--- src/rtl/ufrs_pkg.sv ---
// ----------------------------------------------------------------------------
// ufrs_pkg - shared types and constants for the union-find engine
// Payload structs, controller states and the control/status bundles that
// pass between the controller and the datapath.
// ----------------------------------------------------------------------------
package ufrs_pkg;

    localparam int NODE_W     = 16;
    localparam int CNT_W      = 16;
    localparam int NODE_COUNT = 65536;
    localparam int PTR_W      = (NODE_COUNT > 1) ? $clog2(NODE_COUNT) : 1;

    typedef struct packed {
        logic [NODE_W-1:0] node_a;
        logic [NODE_W-1:0] node_b;
    } edge_t;

    typedef struct packed {
        logic             merged;
        logic [CNT_W-1:0] tree_edge_count;
    } result_t;

    typedef enum logic [2:0] {
        ST_CLEAR,
        ST_IDLE,
        ST_FETCH_A,
        ST_FETCH_B,
        ST_LOAD_PA,
        ST_LOAD_PB,
        ST_EVAL,
        ST_FINISH
    } state_t;

    typedef enum logic [1:0] {
        RD_NODE_A,
        RD_NODE_B,
        RD_PAR_A,
        RD_PAR_B
    } rd_sel_t;

    typedef struct packed {
        logic    clr_step;
        logic    load_in;
        logic    rd_en;
        rd_sel_t rd_sel;
        logic    ld_pa;
        logic    ld_pb;
        logic    wr_a;
        logic    wr_b;
        logic    set_merged;
        logic    out_load;
    } cmd_t;

    typedef struct packed {
        logic clr_last;
        logic in_range;
        logic par_eq;
        logic par_lt;
        logic a_root;
        logic b_root;
    } stat_t;

endpackage

--- src/rtl/ufrs_ctrl.sv ---
// ----------------------------------------------------------------------------
// ufrs_ctrl - controller for the union-find engine
// Sequences the clearing pass, the parent fetches and the walk/splice loop.
// ----------------------------------------------------------------------------
module ufrs_ctrl (
    input  logic           clk,
    input  logic           rst_n,
    input  logic           edge_valid,
    output logic           edge_ready,
    output logic           result_valid,
    input  logic           result_ready,
    input  ufrs_pkg::stat_t stat,
    output ufrs_pkg::cmd_t  cmd
);
    import ufrs_pkg::*;

    state_t state_reg, state_next;
    logic   out_valid_reg, out_valid_next;

    always_ff @(posedge clk or negedge rst_n)
    begin
        if (!rst_n)
        begin
            state_reg     <= ST_CLEAR;
            out_valid_reg <= 1'b0;
        end
        else
        begin
            state_reg     <= state_next;
            out_valid_reg <= out_valid_next;
        end
    end

    always_comb
    begin
        state_next     = state_reg;
        out_valid_next = out_valid_reg;
        cmd            = '0;
        cmd.rd_sel     = RD_NODE_A;
        edge_ready     = 1'b0;

        if (result_valid && result_ready)
        begin
            out_valid_next = 1'b0;
        end

        case (state_reg)
            ST_CLEAR:
            begin
                cmd.clr_step = 1'b1;
                if (stat.clr_last)
                begin
                    state_next = ST_IDLE;
                end
            end
            ST_IDLE:
            begin
                edge_ready = 1'b1;
                if (edge_valid)
                begin
                    cmd.load_in = 1'b1;
                    // out-of-range endpoints skip the walk
                    state_next  = stat.in_range ? ST_FETCH_A : ST_FINISH;
                end
            end
            ST_FETCH_A:
            begin
                cmd.rd_en  = 1'b1;
                cmd.rd_sel = RD_NODE_A;
                state_next = ST_FETCH_B;
            end
            ST_FETCH_B:
            begin
                cmd.rd_en  = 1'b1;
                cmd.rd_sel = RD_NODE_B;
                cmd.ld_pa  = 1'b1;
                state_next = ST_LOAD_PB;
            end
            ST_LOAD_PA:
            begin
                cmd.ld_pa  = 1'b1;
                state_next = ST_EVAL;
            end
            ST_LOAD_PB:
            begin
                cmd.ld_pb  = 1'b1;
                state_next = ST_EVAL;
            end
            ST_EVAL:
            begin
                if (stat.par_eq)
                begin
                    state_next = ST_FINISH;
                end
                else if (stat.par_lt)
                begin
                    // splice a onto pb and climb to its old parent
                    cmd.wr_a   = 1'b1;
                    cmd.rd_en  = 1'b1;
                    cmd.rd_sel = RD_PAR_A;
                    if (stat.a_root)
                    begin
                        cmd.set_merged = 1'b1;
                        state_next     = ST_FINISH;
                    end
                    else
                    begin
                        state_next = ST_LOAD_PA;
                    end
                end
                else
                begin
                    cmd.wr_b   = 1'b1;
                    cmd.rd_en  = 1'b1;
                    cmd.rd_sel = RD_PAR_B;
                    if (stat.b_root)
                    begin
                        cmd.set_merged = 1'b1;
                        state_next     = ST_FINISH;
                    end
                    else
                    begin
                        state_next = ST_LOAD_PB;
                    end
                end
            end
            ST_FINISH:
            begin
                if (!out_valid_reg || result_ready)
                begin
                    cmd.out_load   = 1'b1;
                    out_valid_next = 1'b1;
                    state_next     = ST_IDLE;
                end
            end
            default:
            begin
                state_next = ST_IDLE;
            end
        endcase
    end

    assign result_valid = out_valid_reg;

endmodule

--- config.mk ---
export PLATFORM = sky130hd
export DESIGN_NAME = ufrs_ctrl
export DESIGN_NICKNAME = d
export VERILOG_FILES = /design/src/rtl/ufrs_pkg.sv /design/src/rtl/ufrs_ctrl.sv
export SDC_FILE = /design/constraint.sdc
export NUM_CORES = 1
export LEC_CHECK = 0
export ABC_AREA = 1
export CORE_AREA = 3 3 40 42
export DETAILED_ROUTE_END_ITERATION = 10
export DIE_AREA = 0 0 43 45
export DONT_BUFFER_PORTS = 1
export MAX_ROUTING_LAYER = met4
export PLACE_DENSITY = 0.53
export SLEW_MARGIN = 20
export SYNTH_ARGS = -nofsm -noshare
export SYNTH_HDL_FRONTEND = slang
export SYNTH_SLANG_ARGS = --single-unit
--- constraint.sdc ---
create_clock -name clk -period 1.9 [get_ports clk]
set_input_delay 0.095 -clock clk [delete_from_list [all_inputs] [get_ports clk]]
set_output_delay 0.095 -clock clk [all_outputs]
set_load 0.03 [all_outputs]
==> flow_summary.ini <==
[run_status]
outcome = completed

[grt]
grt.total_usage_pct = 10.1
antenna_found_initial = 0
grt_pass1_vias = 325
grt_max_degree = 8
overflow = 0
grt_pass1_wl_mm = 1.34

[pwr]
peakVddDrop_mv = 0.616
powerDensity_nw_per_um2 = 1810
p_leak_nw = 0.283

[yosys]
yosysMostFrequentCell = nand2_1
yosys_register_bits = 4
syn-cell-area_um2 = 385
synth_flop_cell = dfrtp_1
synth_enable_flop_cells = 0
ys_warn_count = 0
async_flop_share_pct = 100
synth_top_area_share_pct = 26.0
synth_cells = 69
synth_common_cells = 19 x nand2_1, 16 x nor2_1, 8 x inv_1, 7 x nand3_1, 5 x inv_2
yosysUniqueCellTypes = 13
yosysSeqAreaShare_pct = 26.0
syn_nets = 79
yosysTopAreaCell = dfrtp_1
avgSynthCellArea_um2 = 5.59
synth_area_leaders = dfrtp_1 26%, nand2_1 19%, nor2_1 16%, nand3_1 9.1%, inv_1 7.8%

[route]
ant_nets = 0
first_iter_violations = 2
via_per_inst = 4.54
vias = 404
drcViolationCount = 0
drt-total-wl_um = 890
wl_per_cell_um = 10.0
first_pass_iters = 3

[die]
pin_count = 23
core_area_um2 = 1280
fp.dieH_um = 45
die-area_um2 = 1940
die_w_um = 43
start_util_pct = 30.0
row_count = 13

[timing]
slew_headroom_pct = 62.6
hold_viol = 0
finalCriticalPeriod_ns = 1.66
fin_skew_ns = 0.00293
setup_viol = 0
worstMarginPinSlew_ns = 0.559
finalCritPeriodShare_pct = 87.1
rsz0062_at_grt = false
setup_tns_ns = 0
drv_slew = 0
fmax_mhz = 604

[cts]
clockBufferDepth = 2
clk_pin_slew_ns = 0.04
clkLatencyLatePin_ns = 0.24
h-tree-depth = 1
cts_buffers = 3
cts_setup_buffers = 0
cts_sinks = 4
cts_root_buf = clkbuf_4
tritoncts = done

[cells_and_area]
final_core_util_pct = 34.6
drive_gt1_share_pct = 16.2
areaGrowthSynthToFinish_pct = 15.3
n_fill_cell = 149
largest_register_ff_count = 3
fin_cells = 89
seq_area_um2 = 100
final_nets = 86
n_antenna_cell = 0
multi_input_area_um2 = 229

[place]
dp_hpwl_um = 729
routabilityCongestion = 0.766
numPlacedInstances = 85
numPortBuffers = 0

[worst_hold_path]
hp-class = in2reg

[worst_setup_path]
cp_data_arrival_time_ns = 1.56
startpoint_type = register
worstSetupPathType = reg2out
required_ns = 1.80
cp-end-kind = primary output
path_max_fanout = 7

[run]
drv_cap = 0
[final timing paths]
path	startpoint	endpoint	slack (ns)	cells past startpoint
max reg2reg	result_valid	state_reg[0]	0.66	7
min in group asynchronous	rst_n	result_valid	0.13	1
max in group asynchronous	rst_n	state_reg[2]	1.61	1
min	result_ready	result_valid	0.06	3
min reg2reg	state_reg[1]	result_valid	0.70	2
max	state_reg[0]	cmd[1]	0.24	5
[cells by family (layout without fill, tap and decap cells)]
logic type / after synthesis / count (layout) / synth area share, %
AO/OA/AOI/OAI: 4 / 4 / 5.84
buffers and inverters: 15 / 20 / 14.6
flip-flops: 4 / 4 / 26.0
AND/OR/NAND/NOR: 46 / 46 / 53.6
[what timing repair did]
action	CTS	global route
hold buffers	1	0
resized for setup	0	0
endpoints found under the hold margin	4	0
[where the power goes]
| part | internal (W) | switching, W |
|---|---|---|
| registers | 0.000122 | 0.0000578 |
| logic | 0.000131 | 0.000387 |
| clock network | 0.0000707 | 0.0000355 |
[through the flow]
stage / instance area (um^2) / hold slack [ns] / setup WS (ns) / total power [W]
after floorplan: 385 / -0.201 / 0.533 / 0.000620
after global placement: 412 / -0.200 / 0.519 / 0.000702
after detailed placement: 412 / -0.200 / 0.491 / 0.000700
after CTS: 444 / 0.0563 / 0.229 / 0.000815
after global routing: 444 / 0.0715 / 0.0931 / 0.000889
final: 444 / 0.0588 / 0.245 / 0.000804
[per-layer routing]
metal,global-route usage [%],part of all wire (%),up-vias,routed length (um)
li1,-,-,222,-
met1,10.9,46,168,405
met2,13.5,44,12,393
met3,5.98,8.8,2,78
met4,7.23,1.3,0,12
met5,-,0,-,0
[final cells by class]
class	count	area share (%)
Clock buffer	3	5.07
Inverter	15	12.7
Multi-Input combinational cell	50	51.5
Sequential cell	4	22.5
Tap cell	15	4.23
Timing Repair Buffer	2	3.94
[critical path, cell delays in order (launching register included)]
cell and delay (ns):
dfrtp_1 0.42, inv_2 0.13, nand3_1 0.13, inv_2 0.08, nand2_1 0.11, nor2_1 0.45
[layout by cell type (no fill, tap or decap)]
master	count
nand3_1	7
inv_2	5
clkinv_1	2
clkbuf_4	3
o211ai_1	1
nand2_1	19
o21ai_0	2
dlygate4sd3_1	1
nand4_1	1
buf_4	1
nand2b_4	1
nand3_2	2
dfrtp_1	4
o21ai_1	1
nor2_1	16
inv_1	8
No activity file was read; power rests on OpenSTA's default activity.
